--- src/sv/integer_square_root_assert.svh ---
// assertion macros for the integer square root rtl
// expects clk and rst in scope of the module that uses them
`ifndef INTEGER_SQUARE_ROOT_ASSERT_SVH
`define INTEGER_SQUARE_ROOT_ASSERT_SVH

// same-cycle implication
`define ISR_ASSERT_NOW(label, ante, cons, msg) \
  label: assert property (@(posedge clk) disable iff (rst) (ante) |-> (cons)) else $error(msg);

// next-cycle implication
`define ISR_ASSERT_NEXT(label, ante, cons, msg) \
  label: assert property (@(posedge clk) disable iff (rst) (ante) |=> (cons)) else $error(msg);

`endif

--- src/sv/isr_pkg.sv ---
// shared types and constants for the integer square root block
// no dependencies
`timescale 1ns / 1ps

package isr_pkg;

  localparam int ROOT_BITS = 16;

  typedef struct packed {
    logic load;
    logic step;
  } dp_cmd_t;

  typedef struct packed {
    logic last;
  } dp_status_t;

endpackage

--- src/sv/isr_datapath.sv ---
// digit-by-digit square root datapath, one root bit per step
// depends on isr_pkg
`timescale 1ns / 1ps

module isr_datapath #(
  parameter int INPUT_BITS = 31
) (
  input  logic                          clk,
  input  logic                          rst,
  input  isr_pkg::dp_cmd_t              cmd,
  input  logic [INPUT_BITS-1:0]         radicand,
  output isr_pkg::dp_status_t           status,
  output logic [isr_pkg::ROOT_BITS-1:0] root
);
  import isr_pkg::*;

  localparam int RW   = (INPUT_BITS + 1) / 2;
  localparam int PADW = 2 * RW;
  localparam int CW   = $clog2(RW + 1);
  localparam int EXTW = (RW > ROOT_BITS) ? RW : ROOT_BITS;

  logic [PADW-1:0] xsh;
  logic [RW+1:0]   rem;
  logic [RW-1:0]   acc;
  logic [CW-1:0]   cnt;

  logic [RW+1:0]   rem_sh;
  logic [RW+1:0]   trial;
  logic            ge;
  logic [EXTW-1:0] acc_ext;

  // shift in next two radicand bits and try appending a one
  assign rem_sh  = {rem[RW-1:0], xsh[PADW-1 -: 2]};
  assign trial   = {acc, 2'b01};
  assign ge      = (rem_sh >= trial);
  assign acc_ext = EXTW'(acc);

  assign root        = acc_ext[ROOT_BITS-1:0];
  assign status.last = (cnt == '0);

  always_ff @(posedge clk) begin
    if (rst) begin
      cnt <= '0;
    end else if (cmd.load) begin
      cnt <= CW'(RW - 1);
    end else if (cmd.step && cnt != '0) begin
      cnt <= cnt - 1'b1;
    end
  end

  always_ff @(posedge clk) begin
    if (cmd.load) begin
      xsh <= PADW'(radicand);
      rem <= '0;
      acc <= '0;
    end else if (cmd.step) begin
      xsh <= xsh << 2;
      rem <= ge ? (rem_sh - trial) : rem_sh;
      acc <= RW'({acc, ge});
    end
  end

endmodule

--- src/sv/isr_ctrl.sv ---
// controller for the integer square root block: accept, iterate, strobe result
// depends on isr_pkg and integer_square_root_assert.svh
`timescale 1ns / 1ps
`include "integer_square_root_assert.svh"

module isr_ctrl (
  input  logic                clk,
  input  logic                rst,
  input  logic                start,
  input  isr_pkg::dp_status_t status,
  output isr_pkg::dp_cmd_t    cmd,
  output logic                busy,
  output logic                done
);
  import isr_pkg::*;

  typedef enum logic {
    IDLE,
    RUN
  } state_t;

  state_t state;

  assign cmd.load = start && !busy;
  assign cmd.step = (state == RUN);

  always_ff @(posedge clk) begin
    if (rst) begin
      state <= IDLE;
      busy  <= 1'b0;
      done  <= 1'b0;
    end else begin
      done <= 1'b0;
      unique case (state)
        IDLE: begin
          if (start) begin
            state <= RUN;
            busy  <= 1'b1;
          end
        end
        RUN: begin
          if (status.last) begin
            state <= IDLE;
            busy  <= 1'b0;
            done  <= 1'b1;
          end
        end
        default: begin
          state <= IDLE;
          busy  <= 1'b0;
        end
      endcase
    end
  end

  // accepted transaction keeps the block busy
  `ISR_ASSERT_NEXT(a_accept_busy, start && !busy, busy && !done, "accept did not raise busy")
  // final step yields exactly one strobe and frees the block
  `ISR_ASSERT_NEXT(a_last_done, busy && status.last, done && !busy, "missing result strobe")
  `ISR_ASSERT_NEXT(a_done_single, done, !done, "result strobe longer than one cycle")
  `ISR_ASSERT_NOW(a_done_idle, done, !busy && !cmd.step, "strobe while iterating")

endmodule

--- src/sv/integer_square_root.sv ---
// channel   ports                 handshake
// input     radicand              start high while busy low
// result    root                  done high for one cycle, no backpressure
//
// a transaction yields one root bit per cycle from accept to result
// through a single subtract-compare
// a new start is taken in the cycle done is high
// rst is synchronous and clears the controller and the step counter; no clearing pass
// the receiver cannot stall, the root is valid only in the done cycle
//
// top level: isr_ctrl plus isr_datapath, depends on isr_pkg
`timescale 1ns / 1ps

module integer_square_root #(
  parameter int INPUT_BITS = 31
) (
  input  logic                          clk,
  input  logic                          rst,
  input  logic                          start,
  input  logic [INPUT_BITS-1:0]         radicand,
  output logic                          busy,
  output logic                          done,
  output logic [isr_pkg::ROOT_BITS-1:0] root
);
  import isr_pkg::*;

  dp_cmd_t    cmd;
  dp_status_t status;

  isr_ctrl u_ctrl (
    .clk    (clk),
    .rst    (rst),
    .start  (start),
    .status (status),
    .cmd    (cmd),
    .busy   (busy),
    .done   (done)
  );

  isr_datapath #(
    .INPUT_BITS (INPUT_BITS)
  ) u_datapath (
    .clk      (clk),
    .rst      (rst),
    .cmd      (cmd),
    .radicand (radicand),
    .status   (status),
    .root     (root)
  );

endmodule
--- config.mk ---
export PLATFORM = sky130hd
export DESIGN_NAME = integer_square_root
export DESIGN_NICKNAME = d
export VERILOG_FILES = /design/src/sv/isr_pkg.sv /design/src/sv/isr_datapath.sv /design/src/sv/isr_ctrl.sv /design/src/sv/integer_square_root.sv
export VERILOG_INCLUDE_DIRS = /design/src /design/src/sv
export SDC_FILE = /design/constraint.sdc
export NUM_CORES = 1
export LEC_CHECK = 0
export BUFFER_PORTS_ARGS = -buffer_cell sky130_fd_sc_hd__buf_2
export CAP_MARGIN = 20
export CORE_MARGIN = 1
export CORE_UTILIZATION = 48
export CTS_BUF_LIST = sky130_fd_sc_hd__clkbuf_16
export DETAILED_ROUTE_END_ITERATION = 10
export PLACE_DENSITY = 0.68
export SKIP_LAST_GASP = 1
export SLEW_MARGIN = 10
export SYNTH_ARGS = -nofsm -noshare
export SYNTH_HDL_FRONTEND = slang
export SYNTH_HIERARCHICAL = 1
export SYNTH_SLANG_ARGS = --single-unit
--- constraint.sdc ---
create_clock -name clk -period 2.7 [get_ports clk]
set_input_delay 0.405 -clock clk [delete_from_list [all_inputs] [get_ports clk]]
set_output_delay 0.405 -clock clk [all_outputs]
set_load 0.01 [all_outputs]
Word-level counts from Yosys, hierarchy flattened

Cells that the tools add are included.

Bits in registers: 72
Output and inout port bits: 18
Logic and storage cells: 37

Add/subtract/negate cells: 2
Order comparisons: 1
Eq/ne operators: 2
Multiplexer cells: 12
Bitwise operators: 1
Reductions and logical operators: 10

Operator list:

| cell                                                                | count |
|---|---|
| 31-bit two-way mux                                                  | 2 |
| 18-bit >= comparator                                                | 1 |
| 16-bit two-way mux                                                  | 1 |
| 16-bit subtractor                                                   | 1 |
| 4-bit two-way mux                                                   | 2 |
| 5-bit zero test                                                     | 1 |
| 1-bit two-way mux                                                   | 5 |
| 5-bit nonzero test                                                  | 1 |
| 5-bit by 1-bit subtractor with 5-bit output (second input constant) | 1 |
| 2-bit inequality test (second input constant)                       | 2 |
| 1-bit case mux with 2 select lines                                  | 2 |
| 2-bit nonzero test                                                  | 2 |
| 2-bit OR reduction                                                  | 2 |
| 1-bit logical AND                                                   | 2 |
| 2-bit AND reduction                                                 | 1 |
| 1-bit zero test                                                     | 1 |
| 1-bit NOT                                                           | 1 |

Depth between registers and ports, before layout

Gate-level depths: netlist of the first run.

Depth after elaboration: 4
Gate-level depth with buffers: 10

Modules after synthesis

Netlist of the first run, hierarchy kept.

Modules (own cells, without submodules):

| module       | instances | cells an instance | area an instance (um^2) |
|---|---|---|---|
| isr_datapath | 1         | 352               | 3703.6 |
| isr_ctrl     | 1         | 11                | 111.4 |

Least setup slack after synthesis of the first run

No wires, ideal clock.

Kind: flip-flop to flip-flop
From: register u_datapath.acc[10], in the netlist u_datapath/root[10]
To: register u_datapath.rem[2]
Library setup time: 0.137 ns
Arrival time: 2.350 ns
Data required time: 2.563 ns
Slack: 0.213 ns
Stages on the path, launching flop included: 10
Path buffers: 1
Cells stage by stage: dfxtp_1 > inv_1 > ha_1 > a21o_1 > o21a_1 > a311o_1 > o32ai_4 > buf_8 > mux2i_1 > a211oi_1

Word-level cells in the longest chain between the ends: 2

Ends and longest elaborated chain:

| element                | line               | source |
|---|---|---|
| from (decl)            | isr_datapath.sv:24 | `logic [RW-1:0] acc;` |
| from (signal assigned) | isr_datapath.sv:59 | `acc <= RW'({acc, ge});` |
| 18-bit >= comparator   | isr_datapath.sv:35 | `assign ge = (rem_sh >= trial);` |
| 16-bit two-way mux     | isr_datapath.sv:58 | `rem <= ge ? (rem_sh - trial) : rem_sh;` |
| to (signal assigned)   | isr_datapath.sv:58 |  |
| to (decl)              | isr_datapath.sv:23 | `logic [RW+1:0] rem;` |

No other way between the ends.
A chain may end at the register's enable or synchronous reset.

Worst setup path in the final report of the first run

From: register u_datapath.acc[5], in the netlist u_datapath/root[5]
To: register u_datapath.rem[13]

Word-level cells in the longest chain between the ends: 2

Ends and longest elaborated chain:

| element                                                   | line |
|---|---|
| 16-bit subtractor or 18-bit >= comparator (tied branches) | isr_datapath.sv:58, isr_datapath.sv:35 |
| 16-bit two-way mux (*)                                    | isr_datapath.sv:58 |

Every way passes the cells marked *; elsewhere a longest branch is shown, timed or not.

==> impl_results.md, run 1 <==
* Filler cells at 692
* Ys flop type: dfxtp_1
* Vias in the first global route at approximately 2700
* Gr usage total at about a fifth
* Number of CTS-inserted buffers at 9
* Ys Warns at 6
* GP Congestion at around 0.9
* Number of synthesized register bits at between 70 and 80
* Post-CTS sizing at 0
* H-tree level count at 3
* Die area at 8310 µm²
* Min-delay worst type: in2reg
* Mapped Nets at 416
* Nets at 470
* Max Cap Violations at 0
* Switch share at approximately 36%
* Final hold vios at 0
* Routed len/inst at 15.3 µm
* Clock share of power at 22.9%
* Crit Path Max Fanout at 12
* Antenna violation net count after detailed routing at 0
* Final period util at between 90% and 100%
* FF+latch area at about 1800 µm²
* Pint at 2.98 mW
* Root Buffer: clkbuf_16
* Status: finished clean
* Row count at 32
* I/O Pins at 52
* Area Overhead vs Synth at 17.7%
* Total power at 4.68 mW
* Mapped cell area at 3810 µm²
* Worst vdd ir at 0.459 mV
* Starting Density at 49.6%
* Leak at 1.85 nW
* Commonest non-fill, non-tap cell in the layout: buf_2
* Die height at ~91 µm
* Clock transition at path regs at 0.06 ns
* Overflow after GRT at 0
* Sequential share of the synthesized area at approximately 46%
* Startpoint types: flip-flop
* EDFF count, synth at 31
* Clk Latency, worst-skew pair at 0.32 ns
* Netlist cell types at 50
* Worst Clk Skew at 0.00601 ns
* Clock sink count at 72
* Total Wirelength at 8040 µm
* Share of async-settable or async-resettable flops after synthesis at 0%
* Setup TNS at 0 ns
* Most frequent cells in the layout: 51 x buf_2, 45 x nor2_1, 40 x dfxtp_1
* Pre-antenna DRT Iters at 5
* CTS tree: yes
* Avg Vias per Cell at 5.45
* Number of antenna diodes at 0
* DP Wirelength at 5610 µm
* DIE WIDTH at 91.2 µm
* Area of the multi-input gates at 1900 µm²
* Final setup fails at 0
* Pin count of the biggest net entering global routing at 33
* Avg Cell Area, Syn at around 11 µm²
* Power Dens Cells at 1040 nW/µm²
* Element type at the critical path end: flip-flop
* Global-route wire length before repair at between 10000 and 15000 µm
* CP Class: reg2reg
* FMAX at 389 MHz
* Post-cts hold buffer count at 0
* Bufs on Longest Clock Path at 2
* Drt initial violations at 189
* Sequential power share at 31.7%
* Via count at 2854
* Gate Count Post-Synth at ~360
* Crit path DAT at 2.84 ns
* Critical path required time at 2.97 ns
* Worst Tran Pin Value at 0.614 ns
* Core Area at 7690 µm²
* Initial antenna violation count at 0
* Port Buffers at 51
* Min Clock Period, post-route at about 2.6 ns
* Sw Pwr at 1.70 mW
* Combinational power share at roughly 45%
* Max_slew headroom at 58.9%
* # DRC at 0
* Layout cells sized above 1 at between 20% and 30%
* Slew Viols, Final at 0
worst max-delay path, stage by stage, from the launching register on:
cell	delay (ns)
dfxtp_1	0.37
inv_1	0.07
ha_1	0.38
a21oi_1	0.10
o21ai_1	0.30
a311o_1	0.30
o32ai_4	0.11
buf_4	0.16
clkbuf_16	0.16
or4_1	0.51
nand2_1	0.07
power by group through the flow:
| stage | Clock, mW | Sequential (mW) | Combinational [mW] |
|---|---|---|---|
| global placement | 0 | 1.50 | 1.90 |
| global route | 1.15 | 1.51 | 2.30 |
| detailed placement | 0 | 1.51 | 1.96 |
| floorplan | 0 | 1.46 | 1.62 |
| finish | 1.07 | 1.49 | 2.12 |
| CTS | 1.09 | 1.49 | 1.98 |
cell usage after synthesis, types with 5 or more instances:
cell type,number,share of area [%]
nor2_1,45,4.4
dfxtp_1,41,22
edfxtp_1,31,24
mux2_2,29,8.6
mux2i_1,23,6.0
inv_1,22,2.2
ha_1,19,6.2
nand2_1,14,1.4
a21oi_1,12,1.6
a211oi_1,10,2.0
clkbuf_1,10,0.98
o21a_1,9,1.8
nand2b_1,8,1.3
xor2_1,7,1.6
o21ai_0,6,0.79
xnor2_1,6,1.4
nand3_1,5,0.66
nor3_1,5,0.66
stage by stage:
stage | cell area [µm²] | worst slack (ns) | hold slack [ns] | cells | util (%)
floorplan | 3810 | 0.213 | 0.412 | 363 | -
global placement | 4190 | 0.222 | 0.422 | 506 | 54.5
detailed placement | 4190 | 0.104 | 0.434 | 506 | 54.5
CTS | 4460 | 0.0860 | 0.343 | 522 | 58.0
global route | 4490 | -0.00167 | 0.346 | 524 | 58.4
finish | 4490 | 0.130 | 0.353 | 524 | 58.4
path summary, 6_finish.rpt:
check	from	endpoint	slack (ns)	depth (start not counted)
worst min register to register	u_datapath/cnt[4]	u_datapath/cnt[4]	0.44	2
worst max register to register	u_datapath/root[5]	u_datapath/rem[13]	0.13	10
worst min-delay path	start	u_ctrl/busy	0.35	2
worst max-delay path	u_datapath/root[5]	u_datapath/rem[13]	0.13	10
timing repair:
item / CTS / global route
hold endpoints to repair: 0 / 0
setup buffers: 0 / 1
endpoints found under the setup margin: 0 / 3
registers in the layout, summed over array words and instances (netlist names):
name and cells:
u_datapath/xsh 32, u_datapath/rem 16, u_datapath/root 16, u_datapath/cnt 5
u_ctrl/busy 1, u_ctrl/done 1, u_ctrl/state 1
final cells by class:
| type | instances | area share [%] |
|---|---|---|
| tap | 102 | 2.84 |
| inverter | 22 | 1.84 |
| multi-input combinational | 251 | 42.2 |
| clock buffer | 9 | 5.01 |
| timing repair buffer | 61 | 8.02 |
| sequential | 72 | 39.0 |
| clock inverter | 7 | 1.03 |
per-layer routing:
metal	track usage [%]	vias to the layer above	wire, µm
met4	6.22	0	118
met3	5.36	10	433
met2	32.9	86	3910
met5	0	-	0
met1	24.3	1327	3580
li1	-	1431	-
kinds of logic (layout without fill, tap and decap cells):
family / count (synthesis) / after routing / share of synthesized area, %
and+or+nand+nor: 100 / 100 / 12.5
DFF: 72 / 72 / 45.9
AOI/OAI and AO/OA: 67 / 67 / 13.2
muxes: 52 / 52 / 14.6
buffers and inverters: 40 / 99 / 4.56
adders and majority gates: 19 / 19 / 6.23
xor gates and xnor gates: 13 / 13 / 2.98
No activity file was read; power rests on OpenSTA's default activity.
==> run 2: changes to the inputs <==
--- a/config.mk
+++ b/config.mk
@@ -6,6 +6,7 @@
 export SDC_FILE = /design/constraint.sdc
 export NUM_CORES = 1
 export LEC_CHECK = 0
+export ABC_AREA = 1
 export BUFFER_PORTS_ARGS = -buffer_cell sky130_fd_sc_hd__buf_2
 export CAP_MARGIN = 20
 export CORE_MARGIN = 1
==> impl_results.md, run 2 <==
* Status: finished clean
* Setup TNS at 0 ns
* Min Clock Period, post-route at 2.17 ns
* Clk Latency, worst-skew pair at 0.33 ns
* Pre-antenna DRT Iters at 5
* Main combinational cell family by area after synthesis: simple AND/OR/NAND/NOR gates
* Gate Count Post-Synth at about 560
* Avg Vias per Cell at 4.99
* Sequential share of the synthesized area at between 40% and 50%
* R2R cell count at 11
* Die height at 93.7 µm
* Pin count of the biggest net entering global routing at 43
* Non-Filler Instances at 717
* Starting Density at 49.4%
* Number of antenna diodes at 0
* Post-CTS setup buffer count at 0
* Element type at the critical path end: flip-flop
* Crit path DAT at 2.39 ns
* Core Area at 8180 µm²
* Ys flop type: dfxtp_1
* FF-to-FF End: u_datapath/rem[13]
* Total power at 4.64 mW
* Startpoint types: flip-flop
* Via count at ~3600
* Post-CTS sizing at 0
* Worst Tran Pin Value at 0.647 ns
* Nets at 660
* Number of synthesized register bits at 72
* Avg Cell Area, Syn at 7.24 µm²
* Post-route design area at between 4000 and 5000 µm²
* Setup slack after layout at 0.528 ns
* DP Wirelength at 6750 µm
* R2r startpoint: u_datapath/root[6]
* EDFF count, synth at 31
* Gr usage total at a little under a quarter
* Worst vdd ir at ~0.4 mV
* Area Overhead vs Synth at 16.8%
* Adder-cell share of the synthesized area at 5.89%
* H-tree level count at 3
* Ys Warns at 6
* Worst Clk Skew at around 0.0049 ns
* Number of CTS-inserted buffers at 9
* Slew Viols, Final at 0
* Most frequent cells in the layout: 214 x nand2_1, 84 x inv_1, 51 x buf_2
* Final setup fails at 0
* Number of flip-flops in the largest register at 32
* Overflow after GRT at 0
* Drt initial violations at 214
* CP Class: reg2reg
* Total Wirelength at 9050 µm
* Port Buffers at 51
* DIE WIDTH at 93.7 µm
* Bufs on Longest Clock Path at 2
* Vias in the first global route at ~3400
* Die area at about 9000 µm²
* Netlist cell types at 36
* # DRC at 0
* Global-route wire length before repair at 15200 µm
* Post-Synth Simple-Gate Area at 31.9%
* Max Cap Violations at 0
* Post-synthesis mux area share at 0%
* Final hold vios at 0
* Min-delay worst type: in2reg
* Critical path required time at around 2.9 ns
* Root Buffer: clkbuf_16
* Clock transition at path regs at 0.06 ns
* Top-count cell post-synth: nand2_1
* Largest Register: u_datapath/xsh
* Cell total after placement at 701
* Filler cells at slightly above 800
* Worst Setup EP: u_datapath/rem[13]
* Final period util at between 80% and 90%
* Post-synthesis compound-gate area fraction at 6.91%
* Placed inst area at 4390 µm²
* XOR/XNOR Fraction of Synth Area at 1.30%
* Initial antenna violation count at 0
* Routed len/inst at around 13 µm
* Dominant cell type by area after synthesis: edfxtp_1
* Row count at 33
* Power Dens Cells at 984 nW/µm²
* Layout cells sized above 1 at approximately 15%
* CTS tree: yes
* R2R setup slack at approximately 0.53 ns
* Final hold slack at 0.323 ns
* Crit Path Max Fanout at 21
* Largest cells by area after synthesis: edfxtp_1 23%, dfxtp_1 20%, nand2_1 20%, inv_1 7.7%, ha_1 5.9%
* GP Congestion at 0.910
* Max_slew headroom at 56.8%
* Antenna violation net count after detailed routing at 0
* Crit. Startpoint: u_datapath/root[6]
* Dpl ws at roughly 0.54 ns
* Clock sink count at 72
* Post-cts hold buffer count at 0
* Mapped Nets at 610
* Mapped cell area at 4040 µm²
* Leak at 2.48 nW
* RSZ-0062 raised after global routing: no
* FMAX at between 400 and 500 MHz
* Final core occ at 57.7%
* Post-synth top area share at 23.1%
* Commonest cells in the netlist: 214 x nand2_1, 83 x inv_1, 41 x dfxtp_1
* Share of async-settable or async-resettable flops after synthesis at 0%
* I/O Pins at 52
* Commonest non-fill, non-tap cell in the layout: nand2_1
==> run 2: layer usage <==
layer / vias up / routed length [µm] / global-route usage [%]
li1: 1870 / - / -
met1: 1577 / 4230 / 28.2
met2: 109 / 4100 / 36.8
met3: 25 / 389 / 4.37
met4: 0 / 329 / 12.1
met5: - / 0 / 0
==> run 2: kinds of logic after synthesis <==
logic type,after synthesis
AO/OA/AOI/OAI,48
XOR/XNOR,6
adder cells (fa/ha/maj),19
buffers and inverters,107
flip-flops,72
AND/OR/NAND/NOR,305
==> run 2: worst min path at each step <==
stage | from | endpoint | cells past startpoint
global route | rst | u_ctrl/done | 2
CTS | rst | u_datapath/cnt[3] | 2
finish | rst | u_datapath/cnt[3] | 2
global placement | u_datapath/xsh[29] | u_datapath/xsh[31] | 2
detailed placement | u_datapath/xsh[29] | u_datapath/xsh[31] | 2
floorplan | u_datapath/xsh[29] | u_datapath/xsh[31] | 2
==> run 2: cell type report <==
type                       count  area, µm²  share of cell area [%]
multi-input combinational    378       1860                    39.4
sequential                    72       1750                    37.2
timing repair buffer          58        320                    6.80
inverter                      88        330                    7.01
clock inverter                 7       96.3                    2.04
tap                          105        131                    2.79
clock buffer                   9        225                    4.78
==> run 2: worst max-delay path: stages (launching register included) <==
cell,delay [ns]
dfxtp_1,0.32
inv_1,0.07
ha_1,0.37
nand2_2,0.12
inv_2,0.05
a21oi_2,0.19
nand3_2,0.12
nand2_2,0.20
nand2_4,0.20
or2_2,0.32
nand3_1,0.07
nand2_1,0.05
==> run 2: report_power, final <==
part	internal, mW	switching [mW]
clock	0.810	0.467
combinational	0.657	1.30
sequential	1.31	0.0898
==> run 3: changes to the inputs <==
--- a/config.mk
+++ b/config.mk
@@ -13,7 +13,7 @@
 export CORE_UTILIZATION = 48
 export CTS_BUF_LIST = sky130_fd_sc_hd__clkbuf_16
 export DETAILED_ROUTE_END_ITERATION = 10
-export PLACE_DENSITY = 0.68
+export PLACE_DENSITY = 0.71
 export SKIP_LAST_GASP = 1
 export SLEW_MARGIN = 10
 export SYNTH_ARGS = -nofsm -noshare
==> constraint.sdc (replaced) <==
create_clock -name clk -period 1.8 [get_ports clk]
set_input_delay 0.27 -clock clk [delete_from_list [all_inputs] [get_ports clk]]
set_output_delay 0.27 -clock clk [all_outputs]
set_load 0.01 [all_outputs]
==> impl_results.md, run 3 (synthesis results as in run 2) <==
* Status: complete, but fails checks
* Violated checks: setup timing
* DP Wirelength at 7760 µm
* Final hold slack at 0.183 ns
* Clock sink count at 72
* Setup TNS at -0.575 ns
* Pre-antenna DRT Iters at 6
* Port Buffers at 51
* Final hold vios at 0
* FF+latch area at roughly 1800 µm²
* Crit Path Max Fanout at 8
* CP Class: reg2reg
* Final setup fails at 15
* Overflow after GRT at 0
* Setup slack after layout at -0.0548 ns
* Initial antenna violation count at 0
* Area Overhead vs Synth at 40.6%
* Avg Vias per Cell at 5.01
* Commonest non-fill, non-tap cell in the layout: nand2_1
* Global-route wire length before repair at ~18000 µm
* RSZ-0062 raised after global routing: yes
* Clk Latency, worst-skew pair at 0.33 ns
* Startpoint types: flip-flop
* Nets at between 700 and 800
* Max Cap Violations at 0
* Starting Density at 49.4%
* Min Clock Period, post-route at around 1.9 ns
* R2r startpoint: u_datapath/root[13]
* # DRC at 0
* WHS Path Cells at 2
* R2R cell count at 13
* HP Start: rst
* FMAX at 539 MHz
* Number of flip-flops in the largest register at 32
* H-tree level count at 3
* GP Congestion at around 0.97
* Pin count of the biggest net entering global routing at 40
* Filler cells at 666
* Number of CTS-inserted buffers at 9
* Worst Clk Skew at 0.00813 ns
* Worst Tran Pin Value at 0.493 ns
* Critical path required time at about 2.1 ns
* Row count at 33
* Total Wirelength at approximately 11000 µm
* Min-delay worst type: in2reg
* Post-route design area at 5670 µm²
* DIE WIDTH at 93.7 µm
* Via count at 3976
* R2R setup slack at -0.05 ns
* Placed inst area at about 5000 µm²
* Vias in the first global route at 3972
* Final core occ at roughly 69%
* Layout cells sized above 1 at 36.3%
* Clock transition at path regs at 0.06 ns
* Largest Register: u_datapath/xsh
* CTS tree: yes
* Area of the multi-input gates at between 2000 and 2500 µm²
* Power Dens Cells at 1490 nW/µm²
* Gr usage total at between 20% and 30%
* Core Area at 8180 µm²
* Worst vdd ir at between 0.6 and 0.7 mV
* Die area at 8780 µm²
* Drt initial violations at 295
* Die height at between 90 and 100 µm
* Antenna violation net count after detailed routing at 0
* Leak at 2.89 nW
* Crit. Startpoint: u_datapath/root[13]
* Crit path DAT at 2.13 ns
* Most frequent cells in the layout: 197 x nand2_1, 80 x buf_4, 68 x inv_1
* Root Buffer: clkbuf_16
* Bufs on Longest Clock Path at 2
* Final period util at 103%
* Element type at the critical path end: flip-flop
* Routed len/inst at 13.6 µm
* Slew Viols, Final at 0
* Max_slew headroom at 67.2%
* Number of antenna diodes at 0
* I/O Pins at 52
==> run 3: cell types whose count changed in the layout (fill, tap and decap cells not counted), sizes merged <==
cell  previous run  this run
buf             58       135
==> run 3: final timing paths <==
| path | to |
|---|---|
| setup / recovery | u_datapath/rem[8] |
| hold / removal | u_datapath/cnt[3] |
| setup reg to reg | u_datapath/rem[8] |
| hold reg to reg | u_datapath/xsh[31] |
==> run 3: layout make-up <==
class / instances / area share, %
clock inverter: 7 / 1.70
tap: 105 / 2.32
inverter: 88 / 5.82
clock buffer: 9 / 3.97
sequential: 72 / 31.3
timing repair buffer: 135 / 16.5
multi-input combinational: 378 / 38.4
==> run 3: layer usage <==
layer	vias up	global-route usage, %	routed length, µm
li1	2021	-	-
met5	-	0	0
met4	0	12.4	418
met3	33	4.69	526
met2	137	44.0	5170
met1	1785	32.3	4670
==> run 3: worst max-delay path, cell delays in order, from the launching register on <==
cell and delay [ns]:
dfxtp_2 0.33, inv_2 0.05, ha_4 0.26, nand4_1 0.24, nor2_1 0.17, nand2_1 0.07, nand2_2 0.09, nor2_4 0.04
nand2_4 0.13, buf_4 0.15, nand3_1 0.08, nand3_1 0.08, nand2_1 0.05, inv_1 0.06
==> run 3: stage by stage <==
step	total power, mW	setup WS, ns	std cells
finish	8.46	-0.0548	794
global route	9.01	-0.184	794
CTS	8.29	-0.0368	793
detailed placement	5.80	-0.115	772
global placement	5.76	-0.0910	772
floorplan	4.49	0.000869	557
==> run 3: power by group <==
part           leakage [nW]  switching [mW]  internal (mW)  total [mW]
clock                 0.153           0.706           1.22        1.92
combinational          2.08            2.44           1.96        4.40
sequential            0.658           0.164           1.98        2.14
total                  2.89            3.31           5.15        8.46
==> run 3: repair_timing <==
item | CTS | global route
hold buffers | 0 | 0
gates cloned | 1 | 0
resized for setup | 67 | 17
pin swaps | 31 | 21
setup endpoints to repair | 17 | 17
setup buffers | 5 | 1
hold endpoints to repair | 0 | 0
